==> config.mk <==
export PLATFORM = sky130hd
export DESIGN_NAME = modular_exponentiation_core
export DESIGN_NICKNAME = d
export VERILOG_FILES = /design/src/rtl/mexp_pkg.sv /design/src/rtl/mexp_mulmod.sv /design/src/rtl/modular_exponentiation_core.sv
export SDC_FILE = /design/constraint.sdc
export NUM_CORES = 1
export LEC_CHECK = 0
export BUFFER_PORTS_ARGS = -buffer_cell sky130_fd_sc_hd__buf_4
export CAP_MARGIN = 20
export CORE_ASPECT_RATIO = 1.75
export CORE_MARGIN = 1.5
export CORE_UTILIZATION = 63
export CTS_BUF_LIST = sky130_fd_sc_hd__clkbuf_4 sky130_fd_sc_hd__clkbuf_8
export CTS_CLUSTER_DIAMETER = 50
export CTS_CLUSTER_SIZE = 14
export DETAILED_ROUTE_END_ITERATION = 8
export PLACE_DENSITY = 0.79
export RECOVER_POWER = 25
export SLEW_MARGIN = 20
export SYNTH_ARGS = -nofsm -noshare
export SYNTH_HDL_FRONTEND = slang
export SYNTH_SLANG_ARGS = --single-unit
==> constraint.sdc <==
create_clock -name clock -period 8.7 [get_ports clock]
set_clock_uncertainty 0.05 [all_clocks]
set_input_delay 0.87 -clock clock [delete_from_list [all_inputs] [get_ports clock]]
set_output_delay 0.87 -clock clock [all_outputs]
set_load 0.01 [all_outputs]
==> src/rtl/mexp_pkg.sv <==
// Package for the modular exponentiation core.
// Holds the default operand width shared by the top level and the multiplier.
// No dependencies.
package mexp_pkg;

   localparam int OPERAND_BITS_DEF = 32;

endpackage

==> src/rtl/mexp_mulmod.sv <==
// Bit-serial modular multiplier: prod = (a * b) mod m, one bit of b per cycle, MSB first.
// Requires a < m and m > 0. Depends on mexp_pkg.
module mexp_mulmod
   import mexp_pkg::*;
#(
   parameter int OPERAND_BITS = OPERAND_BITS_DEF
) (
   input  logic                    clock,
   input  logic                    reset,
   input  logic                    go,
   input  logic [OPERAND_BITS-1:0] a,
   input  logic [OPERAND_BITS-1:0] b,
   input  logic [OPERAND_BITS-1:0] m,
   output logic                    done,
   output logic [OPERAND_BITS-1:0] prod
);

   localparam int CW = $clog2(OPERAND_BITS);

   logic                    run_ff, run_in;
   logic                    done_ff, done_in;
   logic [CW-1:0]           cnt_ff, cnt_in;
   logic [OPERAND_BITS-1:0] a_ff, a_in;
   logic [OPERAND_BITS-1:0] b_ff, b_in;
   logic [OPERAND_BITS-1:0] m_ff, m_in;
   logic [OPERAND_BITS-1:0] r_ff, r_in;

   logic [OPERAND_BITS:0]   dbl;
   logic [OPERAND_BITS:0]   dbl_red;
   logic [OPERAND_BITS:0]   sum;
   logic [OPERAND_BITS:0]   sum_red;

   // One step: double the partial remainder, then add a if the current bit of b is set
   always_comb begin
      dbl     = {r_ff, 1'b0};
      dbl_red = (dbl >= {1'b0, m_ff}) ? (dbl - {1'b0, m_ff}) : dbl;
      sum     = {1'b0, dbl_red[OPERAND_BITS-1:0]} +
                (b_ff[OPERAND_BITS-1] ? {1'b0, a_ff} : '0);
      sum_red = (sum >= {1'b0, m_ff}) ? (sum - {1'b0, m_ff}) : sum;
   end

   // Load operands on go, advance one bit per cycle while running
   always_comb begin
      run_in  = run_ff;
      done_in = 1'b0;
      cnt_in  = cnt_ff;
      a_in    = a_ff;
      b_in    = b_ff;
      m_in    = m_ff;
      r_in    = r_ff;
      if (go) begin
         run_in = 1'b1;
         cnt_in = CW'(OPERAND_BITS - 1);
         a_in   = a;
         b_in   = b;
         m_in   = m;
         r_in   = '0;
      end else if (run_ff) begin
         r_in   = sum_red[OPERAND_BITS-1:0];
         b_in   = {b_ff[OPERAND_BITS-2:0], 1'b0};
         cnt_in = cnt_ff - 1'b1;
         if (cnt_ff == '0) begin
            run_in  = 1'b0;
            done_in = 1'b1;
         end
      end
   end

   always_ff @(posedge clock) begin
      if (reset) begin
         run_ff  <= 1'b0;
         done_ff <= 1'b0;
         cnt_ff  <= '0;
      end else begin
         run_ff  <= run_in;
         done_ff <= done_in;
         cnt_ff  <= cnt_in;
      end
   end

   always_ff @(posedge clock) begin
      a_ff <= a_in;
      b_ff <= b_in;
      m_ff <= m_in;
      r_ff <= r_in;
   end

   assign done = done_ff;
   assign prod = r_ff;

`ifndef ASSERT_OFF
   // The sequencer never launches a product while one is in flight
   assert property (@(posedge clock) disable iff (reset) go |-> !run_ff)
      else $error("mexp_mulmod: go while running");

   // A finished product is fully reduced
   assert property (@(posedge clock) disable iff (reset) done_ff |-> (r_ff < m_ff))
      else $error("mexp_mulmod: product not reduced");

   // Completion is a single-cycle pulse
   assert property (@(posedge clock) disable iff (reset) done_ff |=> !done_ff)
      else $error("mexp_mulmod: done held for more than one cycle");
`endif

endmodule

==> src/rtl/modular_exponentiation_core.sv <==
// Modular exponentiation core: base^exponent mod modulus, right-to-left square-and-multiply.
// Each modular product runs on the one shared bit-serial multiplier; an item needs
// 1 + OPERAND_BITS + popcount(exponent) products: one to reduce the base, a square for
// every exponent bit and a multiply for every set bit. A zero modulus skips the multiplier
// and gives a flagged zero result from the done state.
// One item at a time: the next item is accepted at the edge that takes the result.
// Synchronous active-high reset returns the sequencer to idle; the receiver cannot stall.
module modular_exponentiation_core
   import mexp_pkg::*;
#(
   parameter int OPERAND_BITS = OPERAND_BITS_DEF
) (
   input  logic                    clock,
   input  logic                    reset,
   input  logic                    start,
   output logic                    busy,
   input  logic [OPERAND_BITS-1:0] req_base,
   input  logic [OPERAND_BITS-1:0] req_exponent,
   input  logic [OPERAND_BITS-1:0] req_modulus,
   output logic                    rsp_valid,
   output logic [OPERAND_BITS-1:0] rsp_power_result,
   output logic                    rsp_bad_modulus
);

   localparam int CW = $clog2(OPERAND_BITS);

   typedef enum logic [4:0] {
      S_IDLE = 5'b00001,
      S_RED  = 5'b00010,
      S_MUL  = 5'b00100,
      S_SQR  = 5'b01000,
      S_DONE = 5'b10000
   } state_type;

   state_type               state_ff, state_in;
   logic                    go_ff, go_in;
   logic [CW-1:0]           bit_cnt_ff, bit_cnt_in;
   logic                    rsp_valid_ff, rsp_valid_in;
   logic [OPERAND_BITS-1:0] exp_ff, exp_in;
   logic [OPERAND_BITS-1:0] mod_ff, mod_in;
   logic [OPERAND_BITS-1:0] sq_ff, sq_in;
   logic [OPERAND_BITS-1:0] acc_ff, acc_in;
   logic                    bad_ff, bad_in;
   logic [OPERAND_BITS-1:0] rsp_result_ff, rsp_result_in;
   logic                    rsp_bad_ff, rsp_bad_in;

   logic                    mul_done;
   logic [OPERAND_BITS-1:0] mul_prod;
   logic [OPERAND_BITS-1:0] mul_a;
   logic [OPERAND_BITS-1:0] mul_b;

   // Pick multiplier operands: reduce the base, multiply into acc, or square
   always_comb begin
      case (state_ff)
         S_RED: begin
            mul_a = OPERAND_BITS'(1);
            mul_b = sq_ff;
         end
         S_MUL: begin
            mul_a = acc_ff;
            mul_b = sq_ff;
         end
         default: begin
            mul_a = sq_ff;
            mul_b = sq_ff;
         end
      endcase
   end

   mexp_mulmod #(
      .OPERAND_BITS(OPERAND_BITS)
   ) u_mulmod (
      .clock (clock),
      .reset (reset),
      .go    (go_ff),
      .a     (mul_a),
      .b     (mul_b),
      .m     (mod_ff),
      .done  (mul_done),
      .prod  (mul_prod)
   );

   // Sequencer: reduce the base, then for each exponent bit, LSB first, an optional multiply and a square
   always_comb begin
      state_in      = state_ff;
      go_in         = 1'b0;
      bit_cnt_in    = bit_cnt_ff;
      rsp_valid_in  = 1'b0;
      exp_in        = exp_ff;
      mod_in        = mod_ff;
      sq_in         = sq_ff;
      acc_in        = acc_ff;
      bad_in        = bad_ff;
      rsp_result_in = rsp_result_ff;
      rsp_bad_in    = rsp_bad_ff;
      case (state_ff)
         S_IDLE: begin
            if (start) begin
               exp_in     = req_exponent;
               mod_in     = req_modulus;
               sq_in      = req_base;
               acc_in     = OPERAND_BITS'(req_modulus != OPERAND_BITS'(1));
               bit_cnt_in = '0;
               if (req_modulus == '0) begin
                  bad_in   = 1'b1;
                  state_in = S_DONE;
               end else begin
                  bad_in   = 1'b0;
                  go_in    = 1'b1;
                  state_in = S_RED;
               end
            end
         end
         S_RED: begin
            if (mul_done) begin
               sq_in    = mul_prod;
               go_in    = 1'b1;
               state_in = exp_ff[0] ? S_MUL : S_SQR;
            end
         end
         S_MUL: begin
            if (mul_done) begin
               acc_in   = mul_prod;
               go_in    = 1'b1;
               state_in = S_SQR;
            end
         end
         S_SQR: begin
            if (mul_done) begin
               sq_in      = mul_prod;
               exp_in     = exp_ff >> 1;
               bit_cnt_in = bit_cnt_ff + 1'b1;
               if (bit_cnt_ff == CW'(OPERAND_BITS - 1)) begin
                  state_in = S_DONE;
               end else begin
                  go_in    = 1'b1;
                  state_in = exp_ff[1] ? S_MUL : S_SQR;
               end
            end
         end
         S_DONE: begin
            rsp_valid_in  = 1'b1;
            rsp_result_in = bad_ff ? '0 : acc_ff;
            rsp_bad_in    = bad_ff;
            state_in      = S_IDLE;
         end
         default: begin
            state_in = S_IDLE;
         end
      endcase
   end

   always_ff @(posedge clock) begin
      if (reset) begin
         state_ff     <= S_IDLE;
         go_ff        <= 1'b0;
         bit_cnt_ff   <= '0;
         rsp_valid_ff <= 1'b0;
      end else begin
         state_ff     <= state_in;
         go_ff        <= go_in;
         bit_cnt_ff   <= bit_cnt_in;
         rsp_valid_ff <= rsp_valid_in;
      end
   end

   always_ff @(posedge clock) begin
      exp_ff        <= exp_in;
      mod_ff        <= mod_in;
      sq_ff         <= sq_in;
      acc_ff        <= acc_in;
      bad_ff        <= bad_in;
      rsp_result_ff <= rsp_result_in;
      rsp_bad_ff    <= rsp_bad_in;
   end

   assign busy             = (state_ff != S_IDLE);
   assign rsp_valid        = rsp_valid_ff;
   assign rsp_power_result = rsp_result_ff;
   assign rsp_bad_modulus  = rsp_bad_ff;

`ifndef ASSERT_OFF
   // A result item is delivered only once the sequencer is back in idle
   assert property (@(posedge clock) disable iff (reset) rsp_valid |-> !busy)
      else $error("modular_exponentiation_core: result while busy");

   // A zero modulus is answered through the done state with the error flag
   assert property (@(posedge clock) disable iff (reset)
      (start && !busy && (req_modulus == '0)) |-> ##2 (rsp_valid && rsp_bad_modulus))
      else $error("modular_exponentiation_core: zero modulus not flagged");

   // A flagged item carries a zero power result
   assert property (@(posedge clock) disable iff (reset)
      (rsp_valid && rsp_bad_modulus) |-> (rsp_power_result == '0))
      else $error("modular_exponentiation_core: flagged result not zero");
`endif

endmodule
# Word level (Yosys, flattened, before mapping)
# Index checks and enable logic that the tools add are counted.
[word_totals] out_inout_bits=35 reg_bits=309 inputBits=99
[op_classes] n_reduce_logical=14 n_lt_le_gt_ge=2 n_addsub=5 n_eq_ne=13 muxes=40 n_bitwise=1
[ops] op="2-to-1 mux 32 bit" count=10
[ops] op="case mux 32 bit (2 select lines)" count=4
[ops] op=">= comparator 33 x 32 -> 1 bit" count=2
[ops] op="subtractor 32 bit" count=2
[ops] op="2-to-1 mux 5 bit" count=10
[ops] op="adder 32 x 32 -> 33 bit" count=1
[ops] op="zero test 32 bit" count=1
[ops] op="inequality test 32 x 1 -> 1 bit (second input constant)" count=1
[ops] op="case mux 5 bit (4 select lines)" count=1
[ops] op="2-to-1 mux 1 bit" count=11
[ops] op="equality test 5 bit (second input constant)" count=2
[ops] op="case mux 5 bit (2 select lines)" count=1
[ops] op="AND reduction 3 bit" count=3
[ops] op="2-to-1 mux 4 bit" count=2
[ops] op="inequality test 2 x 1 -> 1 bit (second input constant)" count=4
[ops] op="nonzero test 2 bit" count=4
[ops] op="adder 5 x 1 -> 5 bit (second input constant)" count=1
[ops] op="equality test 5 x 1 -> 1 bit (second input constant)" count=1
[ops] op="equality test 5 x 2 -> 1 bit (second input constant)" count=1
[ops] op="equality test 5 x 3 -> 1 bit (second input constant)" count=1
[ops] op="equality test 5 x 4 -> 1 bit (second input constant)" count=1
[ops] op="zero test 5 bit" count=1
[ops] op="inequality test 5 x 1 -> 1 bit (second input constant)" count=1
[ops] op="subtractor 5 x 1 -> 5 bit (second input constant)" count=1
[ops] op="other kinds (7)" count=8

# Longest topological paths before layout
[depth] word_depth=5 depth_mapped=37 mapped_depth_nobuf=34

# By module
# From an unflattened synthesis, not the netlist that was laid out.
[unflattened] hier_cells=1670 hier_area_um2=17993.5
[modules_own_cells] mod="mexp_mulmod" seq_area_each_um2=3663.5 n_inst=1 cells_per_inst=1155 area_per_inst_um2=10601.4
[modules_own_cells] mod="modular_exponentiation_core" seq_area_each_um2=5104.9 n_inst=1 cells_per_inst=515 area_per_inst_um2=7392.1

# Worst setup path before layout
# OpenSTA, ideal clock, no wires.
[synth_timing] path_kind="flip-flop to flip-flop" from="register u_mulmod.m_ff[1]" to="register u_mulmod.r_ff[0], in the netlist u_mulmod.prod[0]" period_less_slack_ns=6.753 t_required_ns=8.571 stages_incl_launch_ff=34 slack_ns=1.947 arrival_ns=6.623 path_cell_list="edfxtp_1 > inv_1 > ha_1 > nor2b_1 > o31a_1 > o211a_1 > a211oi_2 > o21ba_2 > o21ai_1 > a221oi_2 > o21ai_1 > buf_2 > buf_2 > a21oi_1 > ha_1 > buf_6 > a21o_1 > o311a_1 > o221ai_2 > or2b_1 > a21oi_1 > xnor2_1 > ha_1 > and4_1 > nand3_1 > a21oi_1 > a21oi_2 > a211oi_2 > o21ai_0 > a21oi_1 > a21o_1 > buf_6 > mux2_4 > a211oi_2"
[synth_between] elab_chain_cells=5
[synth_rtl] element="from (decl)" line_no="mexp_mulmod.sv:25" source="logic [OPERAND_BITS-1:0] m_ff, m_in;"
[synth_rtl] element="from (signal assigned)" line_no="mexp_mulmod.sv:84" source="m_ff <= m_in;"
[synth_rtl] element=">= comparator 33 x 32 -> 1 bit or subtractor 32 bit (tied branches)" line_no="mexp_mulmod.sv:36" source="dbl_red = (dbl >= {1'b0, m_ff}) ? (dbl - {1'b0, m_ff}) : dbl;"
[synth_rtl] element="2-to-1 mux 32 bit" line_no="mexp_mulmod.sv:36"
[synth_rtl] element="adder 32 x 32 -> 33 bit" line_no="mexp_mulmod.sv:37" source="sum = {1'b0, dbl_red[OPERAND_BITS-1:0]} +"
[synth_rtl] element="subtractor 32 bit or >= comparator 33 x 32 -> 1 bit (tied branches)" line_no="mexp_mulmod.sv:39" source="sum_red = (sum >= {1'b0, m_ff}) ? (sum - {1'b0, m_ff}) : sum;"
[synth_rtl] element="2-to-1 mux 32 bit *" line_no="mexp_mulmod.sv:39"
[synth_rtl] element="to (signal assigned)" line_no="mexp_mulmod.sv:85" source="r_ff <= r_in;"
[synth_rtl] element="to (decl)" line_no="mexp_mulmod.sv:26" source="logic [OPERAND_BITS-1:0] r_ff, r_in;"
# Every way passes the cells marked *; elsewhere a longest branch is shown, timed or not.
# A chain may end at the register's enable or synchronous reset.

# Worst setup path in the final report
[layout_timing] from="register u_mulmod.m_ff[1]" to="register u_mulmod.r_ff[12], in the netlist u_mulmod.prod[12]"
[layout_between] elab_chain_cells=5
[layout_rtl] element="subtractor 32 bit or >= comparator 33 x 32 -> 1 bit (tied branches)" line_no="mexp_mulmod.sv:36"
[layout_rtl] element="2-to-1 mux 32 bit" line_no="mexp_mulmod.sv:36"
[layout_rtl] element="adder 32 x 32 -> 33 bit" line_no="mexp_mulmod.sv:37"
[layout_rtl] element="subtractor 32 bit or >= comparator 33 x 32 -> 1 bit (tied branches)" line_no="mexp_mulmod.sv:39"
[layout_rtl] element="2-to-1 mux 32 bit *" line_no="mexp_mulmod.sv:39"
# Marked as above.

==> summary.md <==
| Metric | Value |
|---|---|
| Worst Path Arrival | 8.57 ns |
| Reg2Reg Depth | 32 |
| Rel. slew slack | -91.8% |
| First drt pass iteration count | 6 |
| Initial antenna violation count | 0 |
| Layout cell share with drive strength beyond 1 | 19.7% |
| WL/cell | 21.2 um |
| Area growth syn-to-layout | 11.0% |
| Kind of critical path | reg -> reg |
| DRC viols | 0 |
| Nets | 1883 |
| Xor/xnor share of the synthesized area | 4.28% |
| Place WS | 0.642 ns |
| Design Area, Final | 0.0195 mm2 |
| Status | finished with violations |
| Most frequent cells in the layout | edfxtp_1, nor2_1, buf_4 |
| Synth unique cells | 81 |
| M2 GR Usage | 54.4% |
| Die area | 0.0290 mm2 |
| Starting density of the core | 64.3% |
| Warnings, synthesis | 0 |
| Ys async rst share | 0% |
| Core ar. | 0.0273 mm2 |
| Fin. Hold Viols | 0 |
| Root Buffer Master | clkbuf_8 |
| Crit path max fanout | 16 |
| Synth area leaders | edfxtp_1, ha_1, mux2_2 |
| Global Route met3 Usage | 2.48% |
| Maxcap violations | 3 |
| TNS Setup | 0 ns |
| Reg2reg end | u_mulmod.prod[12] |
| First-pass GRT wire length | 66400 um |
| R2R Setup Slk | 0.59 ns |
| Violated checks | max-capacitance violations, max-slew violations |
| Port Buffers | 133 |
| Die W | 129 um |
| Largest net degree at the start of global routing | 62 |
| Seq/Total Area, Yosys | 49.9% |
| GPL Wtd Cong | 0.960 |
| Tcrit/Tclk final | 93.2% |
| Worst hold path endpoint | u_mulmod.m_ff[1] |
| Post-Synth Adder-Cell Area | 7.46% |
| Main flop type after synthesis | edfxtp_1 |
| Slew Viols, Final | 134 |
| Mean Syn Cell Area | 11.3 um2 |
| CP Data Required Time | 9.16 ns |
| CTS tree | done |
| Rows | 80 |
| Commonest non-fill, non-tap cell in the layout | edfxtp_1 |
| Setup violators final | 0 |
| Worst hold path depth | 0 |
| Setup crit start kind | flip-flop |
| Worst-case clock buffer depth | 3 |
| Number of synthesized flops with an enable pin | 258 |
| Hold path startpoint | mod_ff[1] |
| Mapped Nets | 1764 |
| Compound-Gate Fraction of Synth Area | 14.5% |
| #FFs+latches synth | 309 |
| Syn Inst Count | 1562 |
| Post-synth top area cell | edfxtp_1 |
| Simple-gate share of the synthesized area | 12.5% |
| Fmax achieved | 123 MHz |
| Inserted Diodes | 0 |
| Min cycle time layout | 8.11 ns |
| RSZ-0062 raised after global routing | false |
| Clk sinks | 309 |
| Slowest cell on crit path | a221oi_1 |
| Cell family with most CP delay | compound AO/OA/AOI/OAI gates |
| Die Height | 224 um |
| Post-Syn Area | 0.0176 mm2 |
| GR Util All Layers | 30.0% |
| Routed WL | 43900 um |
| CP Capture Type | flip-flop |
| H-tree levels | 1 |
| Worst-skew pair later-pin latency | 0.61 ns |
| Tightest Pin Transition | 2.88 ns |
| Vias | 12700 |
| GRT busiest layer | met2 |
| Met1 Use GR | 36.0% |
| Setup WS post-layout | 0.589 ns |
| Largest family of logic cells by synthesized area | compound AO/OA/AOI/OAI gates |
| Top cell type's share of synthesized area | 44.1% |
| Buffers and inverters on the worst path | 4 |
| Slowest stage delay, CP | 0.44 ns |
| HP Class | reg -> reg |
| CTS Buf Count | 28 |
| Top Ports | 134 |
| GR Overflow Total | 0 |
| DP HPWL | 32800 um |
| FF-to-FF Start | u_mulmod.m_ff[1] |
| Mux cell area share after synthesis | 8.08% |
| Area after DPL | 0.0190 mm2 |
| Clock transition at path regs | 0.10 ns |
| ANT nets after route | 0 |
| Initial DRC count | 1012 |
| Vias in the first global route | 12700 |
| Via density per instance | 6.13 |
what timing repair did:
action,CTS,global route
setup buffers,0,2
hold buffers,0,0
resized for setup,0,1
endpoints found under the setup margin,0,12
area by class of cell:
cell class                 instances  area, um2
clock inverter                     6       52.6
inverter                          74        278
clock buffer                      46        533
tap                              369        462
fill                            2026       7810
multi-input combinational       1115       8310
sequential                       309       8770
timing repair buffer             153       1110
flip-flops by register name, summed over array words and instances (netlist names):
name and flops:
go_ff 1, u_mulmod.prod 32, rsp_valid 1, u_mulmod.run_ff 1, mod_ff 32, exp_ff 32
bad_ff 1, u_mulmod.a_ff 32, u_mulmod.b_ff 32, u_mulmod.cnt_ff 5, u_mulmod.done 1, acc_ff 32
rsp_power_result 32, rsp_bad_modulus 1, bit_cnt_ff 5, u_mulmod.m_ff 32, state_ff 5, mul_b 32
worst register-to-register path: cells and delay by family, from the launching register on:
family                     cells  cell delay, ns
AOI/OAI and AO/OA             19            4.52
xor gates and xnor gates       1            0.31
adders and majority gates      3            1.06
buffers and inverters          4            0.67
DFF                            1            0.43
muxes                          2            0.51
and+or+nand+nor                3            0.48
layer usage:
layer | vias up | part of all wire (%)
met4 | 0 | 4.1
met2 | 470 | 52
li1 | 6036 | -
met5 | - | 0
met3 | 85 | 5.5
met1 | 6108 | 38
cell usage after synthesis, types with 45 or more instances:
cell and number:
dfxtp_1 51, clkbuf_1 52, a21oi_1 101, nor2_1 122, nand2_1 69, edfxtp_1 258
inv_1 74, and2_1 67, ha_1 100, xnor2_1 55, mux2_2 103, o21ai_0 45
through the flow:
| stage | hold slack (ns) | utilization, % | std cells |
|---|---|---|---|
| after floorplan | 0.350 | - | 1562 |
| after global placement | 0.351 | 69.4 | 2017 |
| after detailed placement | 0.355 | 69.4 | 2017 |
| after CTS | 0.353 | 71.5 | 2069 |
| after global routing | 0.366 | 71.4 | 2072 |
| final | 0.363 | 71.4 | 2072 |
cells by family after synthesis:
kind of cell             count (synthesis)
flip-flops                             309
AND/OR/NAND/NOR                        432
AO/OA/AOI/OAI                          365
buffers and inverters                  139
XOR/XNOR                                86
multiplexers                           128
adder cells (fa/ha/maj)                103
how the worst max path moves through the flow:
| stage | startpoint | end | slack (ns) | cells past startpoint |
|---|---|---|---|---|
| detailed placement | u_mulmod.m_ff[1] | u_mulmod.prod[12] | 0.64 | 33 |
| CTS | u_mulmod.m_ff[1] | u_mulmod.prod[12] | 0.56 | 33 |
| global placement | u_mulmod.m_ff[1] | u_mulmod.prod[0] | 0.79 | 31 |
| global route | u_mulmod.m_ff[1] | u_mulmod.prod[16] | 0.02 | 32 |
| finish | u_mulmod.m_ff[1] | u_mulmod.prod[12] | 0.59 | 32 |
| floorplan | u_mulmod.m_ff[1] | u_mulmod.prod[0] | 1.95 | 33 |
Power is not shown: default switching activity piles up to over one toggle a cycle in this logic, so the estimate is an artifact.
